### src/hdl/tsr_pkg.sv
// Package for the TCP session responder: types, constants and flag codes.
`default_nettype none
package tsr_pkg;
   localparam int SESSIONS = 8;
   localparam int SLOT_W = (SESSIONS > 1) ? $clog2(SESSIONS) : 1;
   localparam int CNT_W = $clog2(SESSIONS + 1);

   localparam logic [7:0] FL_FIN = 8'h01;
   localparam logic [7:0] FL_SYN = 8'h02;
   localparam logic [7:0] FL_RST = 8'h04;
   localparam logic [7:0] FL_PSH = 8'h08;
   localparam logic [7:0] FL_ACK = 8'h10;

   localparam logic [2:0] CSR_LOCAL_IP    = 3'd0;
   localparam logic [2:0] CSR_CLIENT_OPEN = 3'd1;
   localparam logic [2:0] CSR_CLIENT_TCP  = 3'd2;
   localparam logic [2:0] CSR_CLIENT_LPORT = 3'd3;
   localparam logic [2:0] CSR_CLIENT_RPORT = 3'd4;
   localparam logic [2:0] CSR_CLIENT_RIP  = 3'd5;
   localparam logic [2:0] CSR_CLIENT_TICK = 3'd6;
   localparam logic [2:0] CSR_TIMEOUT     = 3'd7;

   typedef struct packed {
      logic [31:0] src_ip;
      logic [31:0] dst_ip;
      logic [15:0] src_port;
      logic [15:0] dst_port;
      logic [7:0]  seg_flags;
      logic [31:0] seg_seq;
      logic [31:0] seg_ack;
      logic [15:0] payload_len;
      logic [31:0] now;
      logic [31:0] fresh_seq;
   } req_type;

   typedef struct packed {
      logic        kind;
      logic [7:0]  reply_flags;
      logic [31:0] reply_seq;
      logic [31:0] reply_ack;
      logic        last;
   } rsp_type;

   typedef struct packed {
      logic [31:0] tick;
      logic [31:0] seq;
      logic [7:0]  sent;
      logic [31:0] peer_ip;
      logic [31:0] own_ip;
      logic [15:0] peer_port;
      logic [15:0] own_port;
   } slot_type;

   // Reply formation result
   typedef struct packed {
      logic        ok;
      logic [7:0]  flags;
      logic [31:0] seq;
      logic [31:0] ack;
      logic [7:0]  sent_after;
      logic [31:0] seq_after;
   } reply_type;
endpackage
`default_nettype wire

### src/hdl/tsr_reply.sv
// Reply formation: flag rules and acknowledgement for one reply.
`default_nettype none
module tsr_reply (
   input  wire logic [7:0]  seg_flags,
   input  wire logic [7:0]  sent,
   input  wire logic [31:0] seq,
   input  wire logic [31:0] seg_seq,
   input  wire logic [31:0] seg_ack,
   input  wire logic [15:0] payload_len,
   output tsr_pkg::reply_type reply
);
   logic [7:0]  f;
   logic [31:0] addend;
   logic        ok;
   logic        finack;
   logic [7:0]  fin_reply;
   logic [7:0]  sent_now;

   always_comb begin
      fin_reply = (sent == (tsr_pkg::FL_ACK | tsr_pkg::FL_FIN)) ?
                  (tsr_pkg::FL_ACK | tsr_pkg::FL_FIN) : tsr_pkg::FL_ACK;
      f = 8'd0;
      addend = 32'd1;
      ok = 1'b1;
      finack = 1'b0;
      case (seg_flags)
         tsr_pkg::FL_SYN: f = tsr_pkg::FL_ACK | tsr_pkg::FL_SYN;
         tsr_pkg::FL_ACK | tsr_pkg::FL_PSH: begin
            f = tsr_pkg::FL_ACK | tsr_pkg::FL_PSH;
            addend = {16'd0, payload_len};
         end
         tsr_pkg::FL_ACK | tsr_pkg::FL_FIN: f = tsr_pkg::FL_ACK | tsr_pkg::FL_FIN;
         tsr_pkg::FL_ACK | tsr_pkg::FL_FIN | tsr_pkg::FL_PSH,
         tsr_pkg::FL_FIN | tsr_pkg::FL_PSH: begin
            f = fin_reply;
            finack = 1'b1;
            addend = (payload_len == 16'd0) ? 32'd1 : {16'd0, payload_len};
         end
         tsr_pkg::FL_FIN: begin
            f = fin_reply;
            finack = 1'b1;
         end
         default: ok = 1'b0;
      endcase
      // held state keeps its flags and forms a reply for any flags
      if (sent == (tsr_pkg::FL_RST | tsr_pkg::FL_FIN)) begin
         ok = 1'b1;
         finack = 1'b0;
         sent_now = sent;
         addend = 32'd0;
      end else begin
         sent_now = f;
      end
      reply.ok = ok;
      reply.flags = sent_now;
      reply.seq = (seg_flags != tsr_pkg::FL_SYN) ? seg_ack : seq;
      reply.ack = seg_seq + addend;
      reply.seq_after = reply.seq;
      reply.sent_after = finack ? (tsr_pkg::FL_ACK | tsr_pkg::FL_FIN) : sent_now;
   end
endmodule
`default_nettype wire

### src/hdl/tcp_session_responder.sv
// TCP session responder: one slot compared per cycle, then reply formation.
// Flow: the table is scanned one slot per cycle through a single compare unit, then
// the hit slot is updated (S_ACT) and one or two results are sent (S_OUT1, S_OUT2).
// Requests: one segment at a time; a new request is taken once results are gone.
// Reset: synchronous; registers return to reset values and the session table is
// cleared at once (flip-flop slots).
`default_nettype none
module tcp_session_responder (
   input  wire logic             clock,
   input  wire logic             reset,
   input  wire logic             req_valid,
   output logic                  req_stall,
   input  wire tsr_pkg::req_type req_data,
   output logic                  rsp_valid,
   input  wire logic             rsp_stall,
   output tsr_pkg::rsp_type      rsp_data,
   input  wire logic             csr_valid,
   output logic                  csr_ready,
   input  wire logic [2:0]       csr_index,
   input  wire logic [31:0]      csr_data
);
   typedef enum logic [2:0] {S_IDLE, S_SCAN, S_ACT, S_OUT1, S_OUT2} state_type;

   state_type state_ff;
   tsr_pkg::req_type req_ff;
   tsr_pkg::slot_type slot_ff [tsr_pkg::SESSIONS];
   logic [tsr_pkg::CNT_W-1:0] idx_ff;
   logic [tsr_pkg::SLOT_W-1:0] hit_ff;
   logic found_ff;
   tsr_pkg::rsp_type rsp_ff;
   logic rsp_valid_ff;
   tsr_pkg::rsp_type second_ff;
   logic [31:0] local_ip_ff, client_rip_ff, client_tick_ff;
   logic client_open_ff, client_tcp_ff;
   logic [15:0] client_lport_ff, client_rport_ff, timeout_ff;

   // shared compare unit over the slot at idx
   tsr_pkg::slot_type cur;
   logic [tsr_pkg::SLOT_W-1:0] idx_s;
   logic same, live, take;
   logic [31:0] age;
   assign idx_s = idx_ff[tsr_pkg::SLOT_W-1:0];
   assign cur = slot_ff[idx_s];
   assign age = req_ff.now - cur.tick;
   assign live = age <= {16'd0, timeout_ff};
   assign same = cur.peer_ip == req_ff.src_ip && cur.own_ip == req_ff.dst_ip &&
                 cur.peer_port == req_ff.src_port && cur.own_port == req_ff.dst_port;
   assign take = (req_ff.seg_flags == tsr_pkg::FL_SYN) ?
                 (cur.tick == 32'd0 || !live || same) : (live && same);

   // reply unit, fed from the hit slot or, on the client path, from fixed flags and the fresh sequence
   tsr_pkg::slot_type hs;
   logic client_hit, client_live;
   logic [7:0] r_sent;
   logic [31:0] r_seq;
   tsr_pkg::reply_type rep;
   assign hs = slot_ff[hit_ff];
   assign client_hit = client_open_ff && client_tcp_ff &&
                       req_data.dst_port == client_lport_ff &&
                       req_data.src_port == client_rport_ff &&
                       req_data.src_ip == client_rip_ff;
   assign client_live = (req_ff.now - client_tick_ff) <= {16'd0, timeout_ff};
   always_comb begin
      if (found_ff) begin
         r_sent = hs.sent;
         r_seq = hs.seq;
      end else begin
         r_sent = tsr_pkg::FL_RST | tsr_pkg::FL_FIN | tsr_pkg::FL_ACK;
         r_seq = req_ff.fresh_seq;
      end
   end
   tsr_reply u_reply (
      .seg_flags(req_ff.seg_flags), .sent(r_sent), .seq(r_seq),
      .seg_seq(req_ff.seg_seq), .seg_ack(req_ff.seg_ack),
      .payload_len(req_ff.payload_len), .reply(rep)
   );

   // second reply is formed from the updated slot
   tsr_pkg::reply_type rep2;
   tsr_reply u_reply2 (
      .seg_flags(req_ff.seg_flags), .sent(rep.sent_after), .seq(rep.seq_after),
      .seg_seq(req_ff.seg_seq), .seg_ack(req_ff.seg_ack),
      .payload_len(req_ff.payload_len), .reply(rep2)
   );

   logic rsp_take;
   assign rsp_take = rsp_valid_ff && !rsp_stall;
   assign req_stall = state_ff != S_IDLE;
   assign csr_ready = 1'b1;
   assign rsp_valid = rsp_valid_ff;
   assign rsp_data = rsp_ff;

   // state, table and registers
   always_ff @(posedge clock) begin
      if (reset) begin
         state_ff <= S_IDLE;
         rsp_valid_ff <= 1'b0;
         found_ff <= 1'b0;
         idx_ff <= '0;
         hit_ff <= '0;
         local_ip_ff <= 32'd0;
         client_open_ff <= 1'b0;
         client_tcp_ff <= 1'b1;
         client_lport_ff <= 16'd0;
         client_rport_ff <= 16'd0;
         client_rip_ff <= 32'd0;
         client_tick_ff <= 32'd0;
         timeout_ff <= 16'd5;
         for (int i = 0; i < tsr_pkg::SESSIONS; i++) slot_ff[i] <= '0;
      end else begin
         if (csr_valid) begin
            unique case (csr_index)
               tsr_pkg::CSR_LOCAL_IP:     local_ip_ff <= csr_data;
               tsr_pkg::CSR_CLIENT_OPEN:  client_open_ff <= csr_data[0];
               tsr_pkg::CSR_CLIENT_TCP:   client_tcp_ff <= csr_data[0];
               tsr_pkg::CSR_CLIENT_LPORT: client_lport_ff <= csr_data[15:0];
               tsr_pkg::CSR_CLIENT_RPORT: client_rport_ff <= csr_data[15:0];
               tsr_pkg::CSR_CLIENT_RIP:   client_rip_ff <= csr_data;
               tsr_pkg::CSR_CLIENT_TICK:  client_tick_ff <= csr_data;
               tsr_pkg::CSR_TIMEOUT:      timeout_ff <= csr_data[15:0];
               default: ;
            endcase
         end
         unique case (state_ff)
            S_IDLE: begin
               if (req_valid) begin
                  req_ff <= req_data;
                  idx_ff <= '0;
                  found_ff <= 1'b0;
                  if (req_data.dst_ip != local_ip_ff) state_ff <= S_IDLE;
                  else if (client_hit) state_ff <= S_ACT;
                  else state_ff <= S_SCAN;
               end
            end
            S_SCAN: begin
               if (take) begin
                  found_ff <= 1'b1;
                  hit_ff <= idx_s;
                  if (req_ff.seg_flags == tsr_pkg::FL_SYN) begin
                     slot_ff[idx_s].tick <= req_ff.now;
                     slot_ff[idx_s].seq <= req_ff.fresh_seq;
                     slot_ff[idx_s].peer_ip <= req_ff.src_ip;
                     slot_ff[idx_s].own_ip <= req_ff.dst_ip;
                     slot_ff[idx_s].peer_port <= req_ff.src_port;
                     slot_ff[idx_s].own_port <= req_ff.dst_port;
                  end
                  state_ff <= S_ACT;
               end else if (idx_ff == tsr_pkg::CNT_W'(tsr_pkg::SESSIONS - 1)) begin
                  state_ff <= S_IDLE;
               end
               idx_ff <= idx_ff + 1'b1;
            end
            S_ACT: begin
               if (!found_ff) begin
                  // client socket path
                  rsp_ff.kind <= client_live;
                  rsp_ff.reply_flags <= client_live ? 8'd0 : rep.flags;
                  rsp_ff.reply_seq <= client_live ? 32'd0 : rep.seq;
                  rsp_ff.reply_ack <= client_live ? 32'd0 : rep.ack;
                  rsp_ff.last <= 1'b1;
                  if (client_live || rep.ok) begin
                     rsp_valid_ff <= 1'b1;
                     state_ff <= S_OUT2;
                  end else state_ff <= S_IDLE;
               end else if (req_ff.seg_flags == tsr_pkg::FL_ACK &&
                            hs.sent == tsr_pkg::FL_FIN) begin
                  slot_ff[hit_ff] <= '0;
                  state_ff <= S_IDLE;
               end else begin
                  slot_ff[hit_ff].tick <= req_ff.now;
                  if (rep.ok) begin
                     logic two;
                     two = (req_ff.seg_flags & tsr_pkg::FL_FIN) != 8'd0 &&
                           rep.sent_after == (tsr_pkg::FL_ACK | tsr_pkg::FL_FIN);
                     rsp_ff <= '{kind: 1'b0, reply_flags: rep.flags,
                                 reply_seq: rep.seq, reply_ack: rep.ack, last: !two};
                     rsp_valid_ff <= 1'b1;
                     second_ff <= '{kind: 1'b0, reply_flags: rep2.flags,
                                    reply_seq: rep2.seq, reply_ack: rep2.ack,
                                    last: 1'b1};
                     if (two) begin
                        slot_ff[hit_ff].sent <= rep2.sent_after;
                        slot_ff[hit_ff].seq <= rep2.seq_after;
                        state_ff <= S_OUT1;
                     end else begin
                        slot_ff[hit_ff].sent <= rep.sent_after;
                        slot_ff[hit_ff].seq <= rep.seq_after;
                        state_ff <= S_OUT2;
                     end
                  end else state_ff <= S_IDLE;
               end
            end
            S_OUT1: begin
               // first reply leaves, second one takes its place
               if (rsp_take) begin
                  rsp_ff <= second_ff;
                  rsp_valid_ff <= 1'b1;
                  state_ff <= S_OUT2;
               end
            end
            S_OUT2: begin
               if (rsp_take) begin
                  rsp_valid_ff <= 1'b0;
                  state_ff <= S_IDLE;
               end
            end
            default: state_ff <= S_IDLE;
         endcase
      end
   end

   // results appear only after a request has been taken
   assert property (@(posedge clock) disable iff (reset)
      rsp_valid |-> (state_ff == S_OUT1 || state_ff == S_OUT2))
      else $error("result without a request in flight");
   assert property (@(posedge clock) disable iff (reset)
      (state_ff == S_OUT1 && rsp_valid) |-> !rsp_data.last)
      else $error("first of two replies marked last");
   assert property (@(posedge clock) disable iff (reset)
      (state_ff == S_SCAN) |-> idx_ff < tsr_pkg::CNT_W'(tsr_pkg::SESSIONS))
      else $error("scan index past table");
endmodule
`default_nettype wire
### config.mk
export PLATFORM = sky130hd
export DESIGN_NAME = tcp_session_responder
export DESIGN_NICKNAME = d
export VERILOG_FILES = /design/src/hdl/tsr_pkg.sv /design/src/hdl/tsr_reply.sv /design/src/hdl/tcp_session_responder.sv
export SDC_FILE = /design/constraint.sdc
export NUM_CORES = 2
export LEC_CHECK = 0
export ABC_AREA = 1
export BUFFER_PORTS_ARGS = -buffer_cell sky130_fd_sc_hd__buf_2
export CORE_ASPECT_RATIO = 0.7
export CORE_MARGIN = 2
export CORE_UTILIZATION = 40
export CTS_CLUSTER_DIAMETER = 50
export CTS_CLUSTER_SIZE = 20
export DETAILED_ROUTE_END_ITERATION = 7
export GPL_TIMING_DRIVEN = 0
export PLACE_DENSITY = 0.63
export REMOVE_ABC_BUFFERS = 1
export SLEW_MARGIN = 20
export SYNTH_ARGS = -nofsm -noshare
export SYNTH_HDL_FRONTEND = slang
export SYNTH_SLANG_ARGS = --single-unit
### constraint.sdc
create_clock -name clock -period 12 [get_ports clock]
set_clock_uncertainty 0.2 [all_clocks]
set_input_delay 0.6 -clock clock [delete_from_list [all_inputs] [get_ports clock]]
set_output_delay 0.6 -clock clock [all_outputs]
set_load 0.01 [all_outputs]
==> results.txt <==
Routability cong. - 0.924
Top delay family on crit path - simple AND/OR/NAND/NOR gates
CTS tree - done
Top cells by area, synth - edfxtp_1, nor2_1, nand2_1, dfxtp_1, inv_1
First-pass GRT wire length - 433000 um
Tmin final - 8720 ps
Initial DRC Count - 9248
Power Total - 13.9 mW
Measured slew at the worst slew-check pin - 1130 ps
Area after DPL - 96900 um^2
Dpl hpwl - 183000 um
Fillers - 20700
Fraction of registers with async set or reset after synthesis - 0%
CP Buf/Inv Count - 7
Core Util, Final - 46.5%
CP endpoint kind - flip-flop
Drt via density - 5.41
Final non-filler cell area - 105000 um^2
Hold WC Path Type - in -> reg
Slowest cell on the critical path - nand2_4
Initial antenna violation count - 15
Hold_ws - 52.7 ps
Post CTS Setup Buffer Count - 0
GRT Total Usage - 24.7%
Worst path most repeated cell - nand2_1
Post-Route WL - 294000 um
Placed insts - 12800
Die width - 573 um
Hold_sp - csr_data[11]
Post-route ant nets - 0
Setup crit start kind - flip-flop
Fmax - 115 MHz
DRC viols - 0
WL/cell - 22.0 um
Mapped Cells - 9717
Clock root buffer - clkbuf_16
TNS Setup - 0 ps
Initial Util - 40.1%
Vias in the first global route - 68400
Dpl ws - 3280 ps
Avg Synthesized Cell Area - 9.32 um^2
FF-to-FF path depth - 35
Ports - 365
Static leakage - 43.5 nW
Core Region - 226000 um^2
Die area - 230000 um^2
Max stage delay on crit path - 690 ps
Hold endpoint - client_rport_ff[11]
Largest net degree at the start of global routing - 141
CTS HTree Levels - 4
Final period util - 72.7%
CP required - 12310 ps
Crit path kind - reg -> reg
Port bufs - 363
R2R Setup Slk - 3280 ps
Pwr dens - 132 nW/um^2
CTS clk-pin slew, worst paths - 80 ps
Worst skew pair latency - 860 ps
Fin nets - 10600
Longest Clk Path Bufs - 4
Synth Register Bits - 1902
TritonRoute pass-1 iters - 6
Finished Layout Cells - 13300
Sink Count - 1902
Post-Syn Area - 90600 um^2
Worst EP arrival - 9030 ps
Worst-case vdd ir drop - 0.000108 V
Library cells used by synthesis - 51
Hold Fails Final Rpt - 0
CTS Buf Count - 157
Hold path depth - 3
Pins Over Slew Limit - 0
Yosys warnings - 0
Total number of vias - 72000
Slew margin rel. - 24.2%
Run status - finished clean
Maximum fanout along the worst path - 118
Area growth, synth to finish - 15.9%
Row count - 146
Reg-to-reg endpoint - slot_ff[1][55]
RSZ-0062 raised after global routing - false
Sequential share of the synthesized area - 61.2%
EDFF count, synth - 1738
Final WS setup - 3280 ps
Overflow after GRT - 0
Die Height - 402 um
Share of layout cells above drive strength 1 - 8.02%
Top-area cell type share of the netlist area - 57.6%
Top FF cell, synth - edfxtp_1
Final setup viols - 0
Largest area contributor in the netlist - edfxtp_1
Max-cap violations - 0
## power by group
group	total, mW	internal [mW]	switching, mW
clock	5.41	2.78	2.63
combinational	0.955	0.318	0.637
sequential	7.52	7.43	0.0912
total	13.9	10.5	3.36
## flip-flops by register name (all words and copies together) (netlist names), named ones only
name             cells
slot_ff           1344
client_rport_ff     16
state_ff             3
req_ff             248
hit_ff               3
client_tcp_ff        1
local_ip_ff         32
client_tick_ff      32
rsp_data            74
found_ff             1
client_rip_ff       32
client_open_ff       1
timeout_ff          16
idx_ff               4
rsp_valid            1
second_ff           72
client_lport_ff     16
## synth_stat cells, types with 6 or more instances
| cell | count |
|---|---|
| o311ai_0 | 18 |
| clkbuf_1 | 213 |
| nor4_1 | 18 |
| o21ai_1 | 68 |
| nand2_1 | 2150 |
| inv_2 | 6 |
| buf_2 | 205 |
| o221ai_1 | 50 |
| clkinv_1 | 8 |
| a31oi_1 | 7 |
| buf_6 | 33 |
| xor2_1 | 86 |
| nand3b_1 | 59 |
| dfxtp_1 | 164 |
| nand2_4 | 9 |
| o211ai_1 | 25 |
| inv_1 | 828 |
| ha_1 | 128 |
| nor3_1 | 75 |
| nor2_1 | 2179 |
| o21ai_0 | 550 |
| nor3b_1 | 30 |
| o21bai_1 | 7 |
| nand4_1 | 45 |
| xnor2_1 | 50 |
| or2_2 | 14 |
| o21a_1 | 33 |
| a21oi_1 | 228 |
| a21o_1 | 7 |
| nand3_1 | 541 |
| edfxtp_1 | 1738 |
| buf_1 | 29 |
| o22ai_1 | 69 |
## timing repair
| action | 4_1_cts | 5_1_grt |
|---|---|---|
| resized for setup | 0 | 0 |
| hold buffers | 281 | 0 |
| endpoints found under the hold margin | 337 | 0 |
## kinds of logic (layout without fill, tap and decap cells)
| group | count (synthesis) | count (layout) | share of synthesized area (%) |
|---|---|---|---|
| fa+ha+maj | 132 | 132 | 1.86 |
| compound gates | 1085 | 1085 | 6.67 |
| other cells | 2 | 38 | 0.00829 |
| xor+xnor | 136 | 136 | 1.32 |
| buf+inv | 1327 | 1867 | 6.08 |
| simple gates | 5131 | 5131 | 22.8 |
| mux | 2 | 2 | 0.0221 |
| flops | 1902 | 1902 | 61.2 |
## cells in the final DEF (no fill, tap or decap), drive strengths merged, types with 7 or more instances in the layout
| master | n |
|---|---|
| a21o | 7 |
| diode | 10 |
| xnor2 | 50 |
| buf | 469 |
| bufinv | 11 |
| edfxtp | 1738 |
| o21bai | 7 |
| nor2 | 2180 |
| clkinvlp | 9 |
| nor3b | 30 |
| conb | 28 |
| xor2 | 86 |
| dfxtp | 164 |
| clkbuf | 169 |
| nor4 | 18 |
| dlygate4sd3 | 281 |
| o22ai | 69 |
| o311ai | 18 |
| clkinv | 59 |
| or2 | 14 |
| nand3b | 59 |
| ha | 128 |
| nand2 | 2159 |
| inv | 869 |
| o21a | 33 |
| nand4 | 45 |
| nand3 | 543 |
| o211ai | 25 |
| o221ai | 50 |
| o21ai | 618 |
| a21oi | 228 |
| nor3 | 75 |
| a31oi | 7 |
## tightest hold or removal path, stage by stage
cell	delay, ps
buf_2	250
nor2_1	150
nor2_1	50
## worst max path at each step
stage	start	endpoint	cells past startpoint
6_report	flip-flop	slot_ff[1][55]	35
5_1_grt	flip-flop	slot_ff[1][55]	34
4_1_cts	flip-flop	slot_ff[1][15]	34
3_5_place_dp	flip-flop	slot_ff[1][27]	36
3_3_place_gp	flip-flop	slot_ff[3][10]	31
2_1_floorplan	flip-flop	slot_ff[0][0]	31
## cell type report
class	count	area, um^2	area share (%)
Antenna cell	10	25.0	0.0238
Clock buffer	169	4060	3.87
Clock inverter	106	1160	1.10
Inverter	842	3220	3.07
Multi-Input combinational cell	6514	30000	28.6
Sequential cell	1902	55500	52.9
Tap cell	3034	3800	3.62
Timing Repair Buffer	750	7190	6.85
## layer usage
| layer | up-vias | wire, um | GRT usage, % |
|---|---|---|---|
| li1 | 33100 | - | - |
| met1 | 34700 | 122000 | 34.7 |
| met2 | 3683 | 131000 | 38.5 |
| met3 | 554 | 30600 | 4.77 |
| met4 | 4 | 10000 | 8.19 |
| met5 | - | 27 | 0 |
(Power assumes the default switching activity.)
